### config.mk
export PLATFORM = sky130hd
export DESIGN_NAME = stick_direction_auto_repeat_flat
export DESIGN_NICKNAME = d
export VERILOG_FILES = /design/src/design/sdar_pkg.sv /design/src/design/sdar_if.sv /design/src/design/sdar_dir_pick.sv /design/src/design/sdar_rpt_timer.sv /design/src/design/stick_direction_auto_repeat.sv /design/src/flat_wrapper.sv
export SDC_FILE = /design/constraint.sdc
export NUM_CORES = 1
export LEC_CHECK = 0
export ABC_AREA = 1
export BUFFER_PORTS_ARGS = -buffer_cell sky130_fd_sc_hd__buf_2
export CAP_MARGIN = 5
export CELL_PAD_IN_SITES_DETAIL_PLACEMENT = 1
export CELL_PAD_IN_SITES_GLOBAL_PLACEMENT = 1
export CORE_ASPECT_RATIO = 1.2
export CORE_MARGIN = 5
export CORE_UTILIZATION = 23
export DETAILED_ROUTE_END_ITERATION = 8
export GPL_TIMING_DRIVEN = 0
export PLACE_DENSITY = 0.55
export SLEW_MARGIN = 30
export SYNTH_ARGS = -nofsm -noshare
export SYNTH_HDL_FRONTEND = slang
export SYNTH_SLANG_ARGS = --single-unit
### constraint.sdc
create_clock -name clk_i -period 5.5 [get_ports clk_i]
set_input_delay 0.275 -clock clk_i [delete_from_list [all_inputs] [get_ports clk_i]]
set_output_delay 0.275 -clock clk_i [all_outputs]
set_load 0.01 [all_outputs]
### src/design/sdar_pkg.sv
package sdar_pkg;

  // default widths of the sample and time fields
  localparam int unsigned SAMPLE_BITS_DEF = 16;
  localparam int unsigned TIME_BITS_DEF   = 16;

  // configuration register widths
  localparam int unsigned DEADZONE_W = 15;
  localparam int unsigned DELAY_W    = 16;
  localparam int unsigned CFG_DATA_W = 16;
  localparam int unsigned CFG_IDX_W  = 2;

  // configuration register indexes
  localparam logic [CFG_IDX_W-1:0] CFG_IDX_DEADZONE        = 2'd0;
  localparam logic [CFG_IDX_W-1:0] CFG_IDX_FIRST_DELAY     = 2'd1;
  localparam logic [CFG_IDX_W-1:0] CFG_IDX_REPEAT_INTERVAL = 2'd2;

  // configuration reset values
  localparam logic [DEADZONE_W-1:0] DEADZONE_RST        = 15'd8192;
  localparam logic [DELAY_W-1:0]    FIRST_DELAY_RST     = 16'd300;
  localparam logic [DELAY_W-1:0]    REPEAT_INTERVAL_RST = 16'd100;

  localparam int unsigned MOVE_W = 3;

  typedef enum logic [MOVE_W-1:0] {
    MOVE_NONE  = 3'd0,
    MOVE_RIGHT = 3'd1,
    MOVE_LEFT  = 3'd2,
    MOVE_UP    = 3'd3,
    MOVE_DOWN  = 3'd4
  } move_e;

  typedef struct packed {
    logic [DEADZONE_W-1:0] deadzone;
    logic [DELAY_W-1:0]    first_delay;
    logic [DELAY_W-1:0]    repeat_interval;
  } cfg_t;

endpackage

### src/design/sdar_if.sv
interface sdar_in_if #(
  parameter int unsigned SAMPLE_BITS = sdar_pkg::SAMPLE_BITS_DEF,
  parameter int unsigned TIME_BITS   = sdar_pkg::TIME_BITS_DEF
);
  logic                          valid;
  logic                          ready;
  logic signed [SAMPLE_BITS-1:0] stick_x;
  logic signed [SAMPLE_BITS-1:0] stick_y;
  logic        [TIME_BITS-1:0]   elapsed;

  modport source (output valid, output stick_x, output stick_y, output elapsed,
                  input ready);
  modport sink (input valid, input stick_x, input stick_y, input elapsed,
                output ready);
endinterface

interface sdar_out_if;
  logic                          valid;
  logic                          ready;
  logic [sdar_pkg::MOVE_W-1:0]   move;

  modport source (output valid, output move, input ready);
  modport sink (input valid, input move, output ready);
endinterface

### src/design/sdar_dir_pick.sv
module sdar_dir_pick #(
  parameter int unsigned SAMPLE_BITS = sdar_pkg::SAMPLE_BITS_DEF
) (
  input  logic signed [SAMPLE_BITS-1:0]          stick_x_i,
  input  logic signed [SAMPLE_BITS-1:0]          stick_y_i,
  input  logic        [sdar_pkg::DEADZONE_W-1:0] deadzone_i,
  output sdar_pkg::move_e                        dir_o
);

  localparam int unsigned MAG_W =
    (SAMPLE_BITS > sdar_pkg::DEADZONE_W) ? SAMPLE_BITS : sdar_pkg::DEADZONE_W;

  logic [SAMPLE_BITS-1:0] mag_x, mag_y;
  logic [MAG_W-1:0]       mag_x_ext, mag_y_ext, dz_ext;
  logic                   x_pos, y_pos;

  // magnitude of the most negative value wraps to 2^(n-1) as unsigned
  assign mag_x = stick_x_i[SAMPLE_BITS-1] ? (~stick_x_i + 1'b1) : stick_x_i;
  assign mag_y = stick_y_i[SAMPLE_BITS-1] ? (~stick_y_i + 1'b1) : stick_y_i;

  assign mag_x_ext = MAG_W'(mag_x);
  assign mag_y_ext = MAG_W'(mag_y);
  assign dz_ext    = MAG_W'(deadzone_i);

  assign x_pos = !stick_x_i[SAMPLE_BITS-1] && (stick_x_i != '0);
  assign y_pos = !stick_y_i[SAMPLE_BITS-1] && (stick_y_i != '0);

  always_comb begin
    if ((mag_x_ext < dz_ext) && (mag_y_ext < dz_ext)) begin
      dir_o = sdar_pkg::MOVE_NONE;
    end else if (mag_x >= mag_y) begin
      dir_o = x_pos ? sdar_pkg::MOVE_RIGHT : sdar_pkg::MOVE_LEFT;
    end else begin
      dir_o = y_pos ? sdar_pkg::MOVE_UP : sdar_pkg::MOVE_DOWN;
    end
  end

endmodule

### src/design/sdar_rpt_timer.sv
module sdar_rpt_timer #(
  parameter int unsigned TIME_BITS = sdar_pkg::TIME_BITS_DEF
) (
  input  logic                 clk_i,
  input  logic                 rst_ni,
  input  logic                 step_i,
  input  sdar_pkg::move_e      dir_i,
  input  logic [TIME_BITS-1:0] elapsed_i,
  input  sdar_pkg::cfg_t       cfg_i,
  output sdar_pkg::move_e      move_o
);

  // countdown spans +-(2^w - 1) of the wider of time and delay fields
  localparam int unsigned CNT_W =
    ((TIME_BITS > sdar_pkg::DELAY_W) ? TIME_BITS : sdar_pkg::DELAY_W) + 2;

  sdar_pkg::move_e         held_q, held_d;
  logic signed [CNT_W-1:0] cnt_q, cnt_d;
  logic signed [CNT_W-1:0] dt_ext, fd_ext, ri_ext, dec, sum;

  assign dt_ext = $signed({{(CNT_W-TIME_BITS){1'b0}}, elapsed_i});
  assign fd_ext = $signed({{(CNT_W-sdar_pkg::DELAY_W){1'b0}}, cfg_i.first_delay});
  assign ri_ext = $signed({{(CNT_W-sdar_pkg::DELAY_W){1'b0}}, cfg_i.repeat_interval});
  assign dec    = cnt_q - dt_ext;
  assign sum    = dec + ri_ext;

  always_comb begin
    held_d = held_q;
    cnt_d  = cnt_q;
    move_o = sdar_pkg::MOVE_NONE;
    if (dir_i == sdar_pkg::MOVE_NONE) begin
      held_d = sdar_pkg::MOVE_NONE;
      cnt_d  = '0;
    end else if (dir_i != held_q) begin
      held_d = dir_i;
      cnt_d  = fd_ext;
      move_o = dir_i;
    end else if (dec > 0) begin
      cnt_d = dec;
    end else begin
      // overshoot carries over, a long stall reloads the full interval
      cnt_d  = (sum < 0) ? ri_ext : sum;
      move_o = dir_i;
    end
  end

  always_ff @(posedge clk_i or negedge rst_ni) begin
    if (!rst_ni) begin
      held_q <= sdar_pkg::MOVE_NONE;
      cnt_q  <= '0;
    end else if (step_i) begin
      held_q <= held_d;
      cnt_q  <= cnt_d;
    end
  end

endmodule

### src/design/stick_direction_auto_repeat.sv
// channel    | dir | payload                               | handshake
// -----------+-----+---------------------------------------+------------
// sample_i   | in  | stick_x, stick_y (signed), elapsed    | valid/ready
// move_o     | out | move (0 none, 1 right, 2 left, 3 up,  | valid/ready
//            |     | 4 down), one word per sample word     |
// cfg        | in  | cfg_we_i, cfg_idx_i, cfg_data_i       | write only
//
// one sample word per clock while move_o does not stall; the move word passes
// the input register, then the direction pick and countdown update feeding the
// result register. rst_ni clears the held direction, the countdown,
// the valid flags and restores the configuration defaults. a stall on move_o
// backs up through the two registers; each stage accepts as soon as its
// contents move on, so no bubble is inserted under continuous flow
module stick_direction_auto_repeat #(
  parameter int unsigned SAMPLE_BITS = sdar_pkg::SAMPLE_BITS_DEF,
  parameter int unsigned TIME_BITS   = sdar_pkg::TIME_BITS_DEF
) (
  input  logic                               clk_i,
  input  logic                               rst_ni,
  input  logic                               cfg_we_i,
  input  logic [sdar_pkg::CFG_IDX_W-1:0]     cfg_idx_i,
  input  logic [sdar_pkg::CFG_DATA_W-1:0]    cfg_data_i,
  sdar_in_if.sink                            sample_i,
  sdar_out_if.source                         move_o
);

  // configuration registers
  sdar_pkg::cfg_t cfg_q;

  always_ff @(posedge clk_i or negedge rst_ni) begin
    if (!rst_ni) begin
      cfg_q.deadzone        <= sdar_pkg::DEADZONE_RST;
      cfg_q.first_delay     <= sdar_pkg::FIRST_DELAY_RST;
      cfg_q.repeat_interval <= sdar_pkg::REPEAT_INTERVAL_RST;
    end else if (cfg_we_i) begin
      unique case (cfg_idx_i)
        sdar_pkg::CFG_IDX_DEADZONE:
          cfg_q.deadzone <= cfg_data_i[sdar_pkg::DEADZONE_W-1:0];
        sdar_pkg::CFG_IDX_FIRST_DELAY:
          cfg_q.first_delay <= cfg_data_i[sdar_pkg::DELAY_W-1:0];
        sdar_pkg::CFG_IDX_REPEAT_INTERVAL:
          cfg_q.repeat_interval <= cfg_data_i[sdar_pkg::DELAY_W-1:0];
        default: ;  // unmapped index, write dropped
      endcase
    end
  end

  // stage 1: input register
  logic                          in_vld_q;
  logic signed [SAMPLE_BITS-1:0] x_q, y_q;
  logic        [TIME_BITS-1:0]   dt_q;

  // stage 2: result register
  logic                          out_vld_q;
  sdar_pkg::move_e               move_q, move_d;

  logic                          out_free;  // result register can take a word
  logic                          step;      // stage 1 word moves to the result
  logic                          in_take;   // sample word accepted
  sdar_pkg::move_e               dir;

  assign out_free       = !out_vld_q || move_o.ready;
  assign step           = in_vld_q && out_free;
  assign sample_i.ready = !in_vld_q || out_free;
  assign in_take        = sample_i.valid && sample_i.ready;

  always_ff @(posedge clk_i or negedge rst_ni) begin
    if (!rst_ni) begin
      in_vld_q <= 1'b0;
    end else if (sample_i.ready) begin
      in_vld_q <= sample_i.valid;
    end
  end

  always_ff @(posedge clk_i) begin
    if (in_take) begin
      x_q  <= sample_i.stick_x;
      y_q  <= sample_i.stick_y;
      dt_q <= sample_i.elapsed;
    end
  end

  // dominant axis and sign, deadzone check
  sdar_dir_pick #(
    .SAMPLE_BITS(SAMPLE_BITS)
  ) u_dir_pick (
    .stick_x_i (x_q),
    .stick_y_i (y_q),
    .deadzone_i(cfg_q.deadzone),
    .dir_o     (dir)
  );

  // held direction and countdown; state advances only when the word moves on
  sdar_rpt_timer #(
    .TIME_BITS(TIME_BITS)
  ) u_rpt_timer (
    .clk_i    (clk_i),
    .rst_ni   (rst_ni),
    .step_i   (step),
    .dir_i    (dir),
    .elapsed_i(dt_q),
    .cfg_i    (cfg_q),
    .move_o   (move_d)
  );

  always_ff @(posedge clk_i or negedge rst_ni) begin
    if (!rst_ni) begin
      out_vld_q <= 1'b0;
    end else if (out_free) begin
      out_vld_q <= in_vld_q;
    end
  end

  always_ff @(posedge clk_i) begin
    if (step) begin
      move_q <= move_d;
    end
  end

  assign move_o.valid = out_vld_q;
  assign move_o.move  = move_q;

endmodule
### src/flat_wrapper.sv
// flat-port wrapper written by rule: the top's interface ports become plain ports
module stick_direction_auto_repeat_flat 
#(
  parameter int unsigned SAMPLE_BITS = sdar_pkg::SAMPLE_BITS_DEF,
  parameter int unsigned TIME_BITS   = sdar_pkg::TIME_BITS_DEF
)
  (clk_i, rst_ni, cfg_we_i, cfg_idx_i, cfg_data_i, sample_i_valid, sample_i_stick_x, sample_i_stick_y, sample_i_elapsed, sample_i_ready, move_o_valid, move_o_move, move_o_ready);
  sdar_in_if #(.SAMPLE_BITS(SAMPLE_BITS), .TIME_BITS(TIME_BITS)) sample_i_i ();
  sdar_out_if move_o_i ();
  input  logic clk_i;
  input  logic rst_ni;
  input  logic cfg_we_i;
  input  logic [sdar_pkg::CFG_IDX_W-1:0] cfg_idx_i;
  input  logic [sdar_pkg::CFG_DATA_W-1:0] cfg_data_i;
  input wire logic [$bits(sample_i_i.valid)-1:0] sample_i_valid;
  input wire logic [$bits(sample_i_i.stick_x)-1:0] sample_i_stick_x;
  input wire logic [$bits(sample_i_i.stick_y)-1:0] sample_i_stick_y;
  input wire logic [$bits(sample_i_i.elapsed)-1:0] sample_i_elapsed;
  output wire logic [$bits(sample_i_i.ready)-1:0] sample_i_ready;
  output wire logic [$bits(move_o_i.valid)-1:0] move_o_valid;
  output wire logic [$bits(move_o_i.move)-1:0] move_o_move;
  input wire logic [$bits(move_o_i.ready)-1:0] move_o_ready;
  assign sample_i_i.valid = sample_i_valid;
  assign sample_i_i.stick_x = sample_i_stick_x;
  assign sample_i_i.stick_y = sample_i_stick_y;
  assign sample_i_i.elapsed = sample_i_elapsed;
  assign sample_i_ready = sample_i_i.ready;
  assign move_o_valid = move_o_i.valid;
  assign move_o_move = move_o_i.move;
  assign move_o_i.ready = move_o_ready;
  stick_direction_auto_repeat #(.SAMPLE_BITS(SAMPLE_BITS), .TIME_BITS(TIME_BITS)) u_core (.clk_i(clk_i), .rst_ni(rst_ni), .cfg_we_i(cfg_we_i), .cfg_idx_i(cfg_idx_i), .cfg_data_i(cfg_data_i), .sample_i(sample_i_i), .move_o(move_o_i));
endmodule
## Word level (Yosys, flattened, before mapping)

Index checks and enable logic that the tools add are counted.

| storage, ports and cells | value |
|---|---|
| bits in registers | 121 |
| bits of input ports | 71 |
| memory bits (read-only) | 0 |
| word-level logic and storage cells | 59 |
| latch bits | 0 |
| memories | 0 |
| RAM bits | 0 |

| operators by class | value |
|---|---|
| multiply operators | 0 |
| $lt $le $gt $ge | 5 |
| reductions and logical operators | 20 |
| muxes and demuxes | 14 |
| divide/modulo/power cells | 0 |
| shift-type cells | 0 |
| bitwise logic cells | 2 |
| eq/ne operators | 3 |
| add/subtract/negate cells | 4 |

Operators by type and width:

| kind | number |
|---|---|
| 2-to-1 mux 18 bit | 4 |
| adder 16 x 1 -> 16 bit, second input constant | 2 |
| less-than comparator 16 x 15 -> 1 bit | 2 |
| 2-to-1 mux 16 bit | 2 |
| inverter 16 bit | 2 |
| nonzero test 16 bit | 2 |
| 2-to-1 mux 3 bit | 7 |
| adder 18 x 17 -> 18 bit | 1 |
| > comparator 18 x 1 -> 1 bit, second input constant | 1 |
| less-than comparator 18 x 1 -> 1 bit, second input constant | 1 |
| subtractor 18 x 17 -> 18 bit | 1 |
| >= comparator 16 bit | 1 |
| AND reduction 2 bit | 4 |
| logical AND 1 bit | 5 |
| logical NOT 1 bit | 4 |
| logical NOT 3 bit | 1 |
| != test 3 bit | 1 |
| equality test 2 x 1 -> 1 bit, second input constant | 1 |
| equality test 2 bit, second input constant | 1 |
| logical NOT 2 bit | 1 |
| logical OR 1 bit | 2 |
| 2-to-1 mux 2 bit | 1 |
| nonzero test 2 bit | 1 |

## Depth between registers and ports, before layout

Gate-level depths: netlist of run 1.

| logic depth | value |
|---|---|
| word-level depth | 9 |
| gate-level depth with buffers | 33 |

## Hierarchy

From an unflattened synthesis of run 1, not the netlist that was laid out.

| second synthesis, totals | value |
|---|---|
| cell total of the unflattened synthesis | 1301 |
| area total of the unflattened synthesis | 9410.3 um2 |

Modules (own cells, without submodules):

| module | instances | cells each | sequential area each (um2) | area an instance (um2) |
|---|---|---|---|---|
| sdar_rpt_timer | 1 | 698 | 525.5 | 3880.0 |
| stick_direction_auto_repeat | 1 | 271 | 2767.7 | 3567.2 |
| sdar_dir_pick | 1 | 332 | 0.0 | 1963.1 |

## Worst setup path after synthesis of run 1

Ideal clock, no wire load.

| path | value |
|---|---|
| path type | register to register |
| from | register u_core.u_rpt_timer.cnt_q[0] |
| to | register u_core.u_rpt_timer.cnt_q[7] |
| setup slack | 2050 ps |
| data required time | 5382 ps |
| data arrival time | 3332 ps |
| clock period less this slack | 3450 ps |
| setup time | 118 ps |
| cell stages (with the launch flop) | 33 |
| path through | dfrtp_1 -> inv_1 -> ha_1 -> inv_1 -> fa_1 -> nand3_1 -> nand3_1 -> nand3_1 -> nand3_1 -> nand3_1 -> nand2_1 -> nand2_1 -> nand2_1 -> ha_1 -> nand2_1 -> nor2_1 -> and3_1 -> nand2_1 -> nand2_1 -> nand2_1 -> nand2_1 -> nand2_2 -> inv_1 -> nand2_2 -> nand2_4 -> buf_6 -> nand2_1 -> nand2_1 -> nand2_1 -> nand2_1 -> nand2_1 -> nand3_1 -> nand2_1 |

| between the ends | value |
|---|---|
| word-level cells in the longest chain between the ends | 7 |
| elaborated cells on any way between the ends | 8 |
| those cells by class | add/sub: 2; order compare: 2; mux: 4 |

Ends and longest elaborated chain:

| what | line | source |
|---|---|---|
| start: declaration | sdar_rpt_timer.sv:18 | `logic signed [CNT_W-1:0] cnt_q, cnt_d;` |
| start signal: assignment | sdar_rpt_timer.sv:53 | `cnt_q <= cnt_d;` |
| subtractor 18 x 17 -> 18 bit * | sdar_rpt_timer.sv:24 | `assign dec = cnt_q - dt_ext;` |
| adder 18 x 17 -> 18 bit | sdar_rpt_timer.sv:25 | `assign sum = dec + ri_ext;` |
| less-than comparator 18 x 1 -> 1 bit | sdar_rpt_timer.sv:42 | `cnt_d = (sum < 0) ? ri_ext : sum;` |
| 2-to-1 mux 18 bit | sdar_rpt_timer.sv:42 |  |
| 2-to-1 mux 18 bit * | sdar_rpt_timer.sv:38 | `end else if (dec > 0) begin` |
| 2-to-1 mux 18 bit * | sdar_rpt_timer.sv:34 | `end else if (dir_i != held_q) begin` |
| 2-to-1 mux 18 bit * | sdar_rpt_timer.sv:31 | `if (dir_i == sdar_pkg::MOVE_NONE) begin` |

Mark *: on every way between the ends. The rest lies on a longest branch, timed or not.
A chain may end at the register's enable or synchronous reset.

## Worst setup path in the final report of run 1

| path | value |
|---|---|
| from | register u_core.x_q[0] |
| to | register u_core.u_rpt_timer.cnt_q[15] |

| between the ends | value |
|---|---|
| word-level cells in the longest chain between the ends | 9 |
| elaborated cells on any way between the ends | 15 |
| those cells by class | add/sub: 1; order compare: 2; eq/ne: 1; mux: 6; bitwise: 1; reduce/logical: 4 |

Ends and longest elaborated chain:

| what | line | source |
|---|---|---|
| start: declaration | stick_direction_auto_repeat.sv:50 | `logic signed [SAMPLE_BITS-1:0] x_q, y_q;` |
| start signal: assignment | stick_direction_auto_repeat.sv:77 | `x_q <= sample_i.stick_x;` |
| inverter 16 bit | sdar_dir_pick.sv:18 | `assign mag_x = stick_x_i[SAMPLE_BITS-1] ? (~stick_x_i + 1'b1) : stick_x_i;` |
| adder 16 x 1 -> 16 bit | sdar_dir_pick.sv:18 |  |
| 2-to-1 mux 16 bit | sdar_dir_pick.sv:18 |  |
| >= comparator 16 bit / less-than comparator 16 x 15 -> 1 bit (equally long branches) | sdar_dir_pick.sv:31, sdar_dir_pick.sv:29 |  |
| 2-to-1 mux 3 bit / logical AND 1 bit (equally long branches) | sdar_dir_pick.sv:31, sdar_dir_pick.sv:29 |  |
| 2-to-1 mux 3 bit * | sdar_dir_pick.sv:29 | `if ((mag_x_ext < dz_ext) && (mag_y_ext < dz_ext)) begin` |
| != test 3 bit | sdar_rpt_timer.sv:34 |  |
| 2-to-1 mux 18 bit | sdar_rpt_timer.sv:34 |  |
| 2-to-1 mux 18 bit * | sdar_rpt_timer.sv:31 |  |

Marks and branches as above.

==> results of run 1 <==
==> per-layer routing <==
layer  part of all wire (%)  track usage [%]  vias to the layer above
met5                      0                0                        -
met4                    1.5             3.41                        0
met3                    2.1             2.18                       25
met2                     55             26.3                       71
met1                     42             14.9                     3831
li1                       -                -                     4249
==> registers in the layout, summed over array words and instances (netlist names) <==
name / cells
u_core.u_rpt_timer.cnt_q: 18
u_core.dt_q: 16
u_core.move_o.move: 3
u_core.x_q: 16
u_core.cfg_q: 47
u_core.u_rpt_timer.held_q: 3
u_core.move_o.valid: 1
u_core.y_q: 16
u_core.in_vld_q: 1
==> cells in the final DEF (no fill, tap or decap), types with 3 or more instances in the layout <==
master / count
nand2_2: 7
nor2_2: 10
clkbuf_16: 17
nor4_1: 3
xnor2_1: 9
nand2_4: 4
dlygate4sd3_1: 41
dfstp_2: 8
nand3b_1: 30
edfxtp_1: 51
xor2_1: 29
inv_1: 197
or2_2: 3
nand3_2: 4
nor2_1: 65
buf_4: 4
buf_6: 4
dfrtp_1: 62
nand4_1: 20
nor2_4: 3
a21oi_1: 50
nor3_1: 5
ha_1: 78
bufinv_16: 4
nand3_1: 74
inv_2: 3
nand2_1: 420
clkinv_2: 5
buf_2: 75
o21ai_0: 68
o21bai_1: 5
clkbuf_1: 16
==> cell type report <==
class | instances | area, sq um | area share, %
multi-input combinational | 899 | 4900 | 43.8
timing repair buffer | 118 | 836 | 7.47
clock inverter | 13 | 178 | 1.59
clock buffer | 19 | 433 | 3.87
inverter | 201 | 757 | 6.76
buffer | 23 | 140 | 1.25
sequential | 121 | 3290 | 29.4
tap | 526 | 658 | 5.88
==> final timing paths <==
kind	cells after the start	to	start
max	26	u_core.u_rpt_timer.cnt_q[15]	u_core.x_q[0]
min	1	u_core.dt_q[1]	sample_i_elapsed[1]
max reg2reg	26	u_core.u_rpt_timer.cnt_q[15]	u_core.x_q[0]
min reg2reg	2	u_core.cfg_q[31]	u_core.cfg_q[31]
max in group asynchronous	3	u_core.cfg_q[45]	rst_ni
min in group asynchronous	2	u_core.cfg_q[17]	rst_ni
==> power groups by stage <==
stage / registers (mW) / clock network (mW) / logic [mW]
after global placement: 1.24 / 0 / 3.02
after CTS: 1.22 / 1.24 / 3.12
final: 1.22 / 1.20 / 3.06
after detailed placement: 1.24 / 0 / 3.08
after global routing: 1.24 / 1.28 / 3.54
after floorplan: 1.20 / 0 / 2.28
==> what timing repair did <==
item	4_1_cts	5_1_grt
setup buffers	0	0
hold buffers	41	0
endpoints found under the hold margin	61	0
==> kinds of logic (layout without fill, tap and decap cells) <==
family / after synthesis / count (layout) / synth area share, %
adders and majority gates: 80 / 80 / 11.2
AOI/OAI and AO/OA: 128 / 128 / 7.34
DFF: 121 / 121 / 36.3
buffers and inverters: 224 / 374 / 9.85
and+or+nand+nor: 653 / 653 / 31.7
xor gates and xnor gates: 38 / 38 / 3.66
==> flow_summary.toml, run 1 <==
[logic_synthesis]
yosys_warnings = 0
syn_area_sq_mm = 0.00908
async_flop_share_pct = 57.9
syn_inst = 1244
synth_commonest_cells = "nand2_1 (420), inv_1 (198), ha_1 (78)"
yosysMostFrequentCell = "nand2_1"
post-synth-top-area-cell = "nand2_1"
seq_area_frac_synth_pct = 36.3
syn_nets = 1395
synth_ff_type = "dfrtp_1"
synth_top_area_share_pct = 17.4
synthTopCellsByArea = "nand2_1 (17%), dfrtp_1 (17%), edfxtp_1 (17%), ha_1 (11%), inv_1 (8.2%)"
avgSynthCellArea_sq_um = 7.30
ys_ff_latch = 121
ys_types = 39
synth_edf_count = 51

[setup_path]
cp_data_required_time_ns = 5.82
start_kind = "flop"
path_common_cell = "nand2_1"
endpoint_kind = "flop"
reg2reg_slack_ns = 0.97
path_max_fanout = 10
cp_slowest_cell = "nor3_1"
critical_path_arrival_ns = 4.85
path_class = "reg -> reg"
path_delay_family = "simple AND/OR/NAND/NOR gates"
timing.critical_path.buf_inv = 5
critPathMaxStageDelay_ns = 0.40

[routing]
vias = 8176
drtIter0Drc = 214
drt_wl_total_mm = 28.3
wl_per_cell_um = 14.7
firstDrtPassIters = 4
vias_per_cell = 4.26
drt.antenna.violating_nets = 0
drc = 0

[global_route]
grt_pass1_vias = 8991
grt_max_degree = 47
track_usage_pct = 13.5
grt_overflow = 0
grt_pass1_wl_mm = 46.5
antenna_found_initial = 0

[clocking]
htree_num_levels = 4
postCtsResizedCells = 0
cts_tree = "built"
clock-sinks = 121
cts-root-buf = "clkbuf_16"
worstSkewPairLatency_ns = 0.44
clk_pin_slew_ns = 0.07
cts_made_buffers = 17
clockBufferDepth = 2

[floorplan]
std_cell_rows = 79
design.core.area_sq_mm = 0.0389
die_w_um = 191
start_util_pct = 23.3
die_h_um = 228
design.portCount = 76
dieArea_sq_mm = 0.0436

[pwr]
vdd_ir_drop_max_uv = 273
p_leak_nw = 5.78
powerDensity_mw_per_mm2 = 489
switching_share_pct = 45.6
switchingPower_mw = 2.50
p_total_mw = 5.47
p_comb_share_pct = 55.9
clock_power_share_pct = 21.9
power.internal_mw = 2.97
pwr-share-seq_pct = 22.2

[timing]
post-route-period-util_pct = 82.4
setup-tns-final_ns = 0
setup_viol = 0
timing.hold.ws_ns = 0.0219
slew_violations = 0
relSlewSlack_pct = 39.7
setup_ws_ns = 0.966
worstMarginPinSlew_ns = 0.904
period_needed_ns = 4.53
clock.fmax_ghz = 0.221
finalHoldViolCount = 0
fin_worst_skew_ns = 0.0108
rsz0062_at_grt = "no"

[placed_design]
dp.final_hpwl_mm = 23.9
dp.cells = 1847
dp_slack_ns = 0.878
io_buffers = 75
dpl_cell_area_sq_mm = 0.0102
routabilityCongestion = 0.818

[final_layout]
final_area_sq_mm = 0.0112
final_layout_size_suffix_gt1_share_pct = 11.6
antenna_cells = 0
final_nets = 1532
fill_cells = 4817
instances_no_fill = 1920
area_delta_synth_final_pct = 23.2
final_util_pct = 28.7

[flow_run]
maxCapViolations = 0

[outcome]
status = "completed"

[hold_path]
hold_path.class = "in -> reg"
Power figures use the tool's default switching activity.
==> run 2, diff against run 1 <==
Settings changed: PLACE_DENSITY 0.55 to 0.57.
Clock period 5.5 ns to 3.73 ns, I/O delays scaled along.
==> run 2 against run 1 <==
  * Critical path type unchanged
  * Clock skew grew 0.0020 ns
  * Largest cell class unchanged
  * Clock power is 44% higher
  * Routed wire length increased by 2.6%
  * Highest routed layer unchanged
  * Total power up 64%
  * Die area unchanged
  * Non-clock buffer count up 38
  * Via count up 2.9%
  * Utilization rose by 2.5 points
  * Sequential share of layout area decreased by 2.3 points
  * Worst setup slack lost 0.88 ns
  * Worst hold slack got worse by 0.0038 ns
  * Flip-flop and latch count stayed put
==> flow_summary.toml, run 2 (synthesized netlist as in run 1, its figures left out) <==
[routing]
drtIter0Drc = 200
drt.antenna.violating_nets = 0
drc = 0
vias_per_cell = 4.30
firstDrtPassIters = 4
drt_wl_total_mm = 29.0
wl_per_cell_um = 14.8
vias = 8410

[clocking]
clock-sinks = 121
clockBufferDepth = 2
cts-root-buf = "clkbuf_16"
htree_num_levels = 4
cts_made_buffers = 17
worstSkewPairLatency_ns = 0.45
cts_tree = "built"
clk_pin_slew_ns = 0.06

[flow_run]
maxCapViolations = 0

[timing]
clock.fmax_ghz = 0.274
finalHoldViolCount = 0
rsz0062_at_grt = "yes"
worstMarginPinSlew_ns = 0.606
post-route-period-util_pct = 97.8
setup-tns-final_ns = 0
fin_worst_skew_ns = 0.0129
slew_violations = 0
relSlewSlack_pct = 59.2
setup_viol = 0
setup_ws_ns = 0.0835
period_needed_ns = 3.65

[global_route]
grt_max_degree = 41
grt_pass1_vias = 9136
grt_pass1_wl_mm = 46.8
grt_overflow = 0
track_usage_pct = 13.6
antenna_found_initial = 0

[setup_path]
endpoint_kind = "flop"
cp_data_required_time_ns = 4.06
timing.critical_path.buf_inv = 5
critical_path_arrival_ns = 3.98
r2r-start = "u_core.x_q[0]"
path_class = "reg -> reg"
path_common_cell = "nand2_2"
critPathMaxStageDelay_ns = 0.38
path_max_fanout = 5
start_kind = "flop"
path_delay_family = "simple AND/OR/NAND/NOR gates"
critPathLaunch = "u_core.x_q[0]"
reg2reg_slack_ns = 0.08
cp_slowest_cell = "edfxtp_1"

[final_layout]
top_register = "u_core.cfg_q"
largest_register_ffs = 47
final_layout_size_suffix_gt1_share_pct = 22.0
reg_top3 = "u_core.cfg_q: 47 flops, u_core.u_rpt_timer.cnt_q: 18 flops"
final_area_sq_mm = 0.0122
final_nets = 1570
instances_no_fill = 1958
final_common_cell = "nand2_1"
final_cell_mix = "nand2_1 (380), inv_1 (186), buf_2 (75)"
antenna_cells = 0
final_util_pct = 31.2
area_delta_synth_final_pct = 33.8
fill_cells = 4798

[placed_design]
dp.cells = 1847
dp.final_hpwl_mm = 23.7
dpl_cell_area_sq_mm = 0.0102
dp_slack_ns = -0.868
routabilityCongestion = 0.802
io_buffers = 75

[hold_path]
hp-start = "move_o_ready"
hold_path.class = "in -> reg"

[floorplan]
dieArea_sq_mm = 0.0436
std_cell_rows = 79
start_util_pct = 23.3
design.portCount = 76
die_h_um = 228
design.core.area_sq_mm = 0.0389
die_w_um = 191

[pwr]
powerDensity_mw_per_mm2 = 740
vdd_ir_drop_max_uv = 383
p_leak_nw = 6.06

[outcome]
status = "completed"
-- run 2: changes by cell type in the layout (fill, tap and decap cells not counted), moves of 11 or more --
cell / delta
nand2_1: -40
nand2_2: +34
buf_4: +24
nand3_1: -21
ha_1: -20
nand3_2: +17
ha_4: +16
inv_1: -11
inv_2: +11
-- run 2: worst paths after layout --
kind | to | cells after the start
max in group asynchronous | u_core.cfg_q[24] | 3
max reg2reg | u_core.u_rpt_timer.cnt_q[7] | 25
min | u_core.move_o.valid | 4
max | u_core.u_rpt_timer.cnt_q[7] | 25
min reg2reg | u_core.u_rpt_timer.cnt_q[0] | 2
min in group asynchronous | u_core.cfg_q[16] | 2
-- run 2: cell type report --
type | instances | area, sq um | share of cell area, %
repair buffers | 156 | 1150 | 9.49
plain buffers | 23 | 154 | 1.27
clock inverters | 14 | 158 | 1.30
well taps | 526 | 658 | 5.41
multi-input cells | 899 | 5530 | 45.5
inverters | 201 | 757 | 6.23
flip-flops and latches | 121 | 3290 | 27.1
clock buffers | 18 | 450 | 3.71
-- run 2: routing by layer --
layer,vias to the layer above,part of all wire [%],global-route usage [%]
met5,-,0,0
met4,0,2.2,4.13
met3,30,2.2,2.38
met2,89,55,26.4
met1,3969,41,14.7
li1,4322,-,-
-- run 2: metrics by stage --
step                power, mW  hold slack [ns]
finish                   8.99           0.0181
global route             9.86           0.0257
CTS                      8.68        0.0000145
global placement         6.25            0.363
detailed placement       6.33            0.221
floorplan                5.14           -0.109
-- run 2: power by group --
group,switching [mW],total (mW),internal (mW)
Sequential,0.183,1.82,1.64
Combinational,3.26,5.44,2.18
Clock,0.691,1.73,1.04
Total,4.13,8.99,4.86
-- run 2: tightest hold or removal path, delay by kind of cell --
family / cells / cell delay [ns]
simple gates: 2 / 0.12
buf+inv: 2 / 0.12
-- run 2: repair_timing --
item                       4_1_cts  5_1_grt
setup buffers                   17       11
gates resized for setup         84       74
pin swaps                       21       51
hold buffers                    49        0
hold endpoints to repair        84        0
setup endpoints to repair       23       23
gates cloned                     2        0
==> run 3, diff against run 2 <==
Settings changed: CORE_MARGIN 5 to 1.5, CORE_UTILIZATION 23 to 35, PLACE_DENSITY 0.57 to 0.77, SKIP_CTS_REPAIR_TIMING set to 1.
==> run 3 against run 2 <==
  * The run now ends with setup timing left
  * Maximum frequency decreased by 3.9%
  * Routed wire length grew 4.1%
  * Critical path depth rose by 2
  * Sequential power about the same
  * Global-route usage rose by 7.5 points
  * Register-to-register slack worse by 0.15 ns
==> flow_summary.toml, run 3 (synthesized netlist as in run 1, its figures left out) <==
[pwr]
powerDensity_mw_per_mm2 = 769
vdd_ir_drop_max_uv = 410
p_total_mw = 9.23
p_leak_nw = 6.05

[setup_path]
path_depth = 27
critical_path_arrival_ns = 4.11
path_max_fanout = 5
endpoint_kind = "flop"
path_delay_family = "simple AND/OR/NAND/NOR gates"
start_kind = "flop"
cp_slowest_cell = "edfxtp_1"
path_class = "reg -> reg"
critPathMaxStageDelay_ns = 0.40
r2r_cells = 27
timing.critical_path.buf_inv = 6
cp_data_required_time_ns = 4.05

[floorplan]
start_util_pct = 35.7
die_h_um = 179
design.core.area_sq_mm = 0.0255
design.portCount = 76
die_w_um = 150
std_cell_rows = 64
dieArea_sq_mm = 0.0269

[final_layout]
area_delta_synth_final_pct = 32.2
final_cell_mix = "nand2_1 (368), inv_1 (182), buf_2 (76)"
final_layout_size_suffix_gt1_share_pct = 23.5
top_register = "u_core.cfg_q"
final_util_pct = 47.2
final_nets = 1577
final_common_cell = "nand2_1"
reg_top3 = "u_core.cfg_q: 47 flops, u_core.u_rpt_timer.cnt_q: 18 flops"
largest_register_ffs = 47
antenna_cells = 0
fill_cells = 3175

[placed_design]
io_buffers = 75
dp.final_hpwl_mm = 21.9
routabilityCongestion = 0.869

[flow_run]
maxCapViolations = 0

[global_route]
grt_pass1_vias = 9159
antenna_found_initial = 0
grt_pass1_wl_mm = 44.8
grt_overflow = 0
track_usage_pct = 21.1
grt_max_degree = 49

[timing]
clock.fmax_ghz = 0.264
fin_worst_skew_ns = 0.00894
period_needed_ns = 3.79
setup_viol = 19
relSlewSlack_pct = 50.6
slew_violations = 0
worstMarginPinSlew_ns = 0.734
rsz0062_at_grt = "yes"
finalHoldViolCount = 0
timing.hold.ws_ns = 0.0266
setup_ws_ns = -0.0637
post-route-period-util_pct = 102

[routing]
vias_per_cell = 4.97
drt_wl_total_mm = 30.2
drtIter0Drc = 284
vias = 8798
drc = 0
wl_per_cell_um = 17.0
drt.antenna.violating_nets = 0
firstDrtPassIters = 4

[outcome]
status = "finished, violations left"
violations = "setup timing"

[clocking]
clockBufferDepth = 2
cts-root-buf = "clkbuf_16"
clk_pin_slew_ns = 0.06
worstSkewPairLatency_ns = 0.43
cts_made_buffers = 17
htree_num_levels = 4
clock-sinks = 121
cts_tree = "built"

[hold_path]
holdPathStages = 3
hold_path.class = "in -> reg"
[run 3: cell types whose count changed in the layout (fill, tap and decap cells not counted), sizes merged]
| cell | before | now |
|---|---|---|
| bufinv | 2 | 1 |
| clkinvlp | 0 | 8 |
| buf | 116 | 122 |
| inv | 208 | 203 |
| clkinv | 5 | 4 |
[run 3: report_power, final]
| group | leakage, nW | internal (mW) | switching (mW) |
|---|---|---|---|
| logic | 4.45 | 2.28 | 3.54 |
| registers | 1.36 | 1.64 | 0.186 |
| clock network | 0.245 | 0.912 | 0.681 |
| total | 6.05 | 4.83 | 4.40 |
[run 3: final cells by class]
type / count / area [sq um] / share of cell area (%)
Clock inverter: 15 / 129 / 1.07
Tap cell: 330 / 413 / 3.44
Buffer: 23 / 158 / 1.31
Sequential cell: 121 / 3290 / 27.4
Clock buffer: 17 / 425 / 3.54
Timing Repair Buffer: 163 / 1220 / 10.2
Multi-Input combinational cell: 899 / 5610 / 46.7
Inverter: 201 / 762 / 6.34
[run 3: final timing paths]
kind	startpoint	end	slack [ns]
max reg2reg	u_core.y_q[0]	u_core.u_rpt_timer.cnt_q[7]	-0.06
max	u_core.y_q[0]	u_core.u_rpt_timer.cnt_q[7]	-0.06
max in group asynchronous	rst_ni	u_core.cfg_q[45]	2.89
min	sample_i_valid	u_core.in_vld_q	0.03
min in group asynchronous	rst_ni	u_core.cfg_q[0]	0.23
min reg2reg	u_core.u_rpt_timer.cnt_q[0]	u_core.u_rpt_timer.cnt_q[0]	0.48
[run 3: worst reg2reg max path, delay by kind of cell, from the launching register on]
| family | cells | cell delay [ns] |
|---|---|---|
| XOR/XNOR | 1 | 0.17 |
| buffers and inverters | 6 | 0.55 |
| flip-flops | 1 | 0.40 |
| AND/OR/NAND/NOR | 18 | 2.17 |
| adder cells (fa/ha/maj) | 2 | 0.41 |
[run 3: through the flow]
stage / cell area [sq um] / cells / worst slack [ns] / TNS [ns]
6_report: 12000 / 1769 / -0.0637 / -0.803
3_5_place_dp: 9930 / 1651 / -0.680 / -12.98
3_3_place_gp: 9870 / 1649 / -0.635 / -11.84
2_1_floorplan: 9080 / 1244 / 0.280 / 0
5_1_grt: 12000 / 1769 / -0.284 / -5.47
4_1_cts: 10500 / 1683 / -0.749 / -14.31
[run 3: per-layer routing]
metal	wire [um]	up-vias	GRT usage, %
met3	633	71	3.05
met4	1160	0	8.20
met2	16900	151	40.6
li1	-	4329	-
met1	11500	4247	22.6
met5	0	-	0
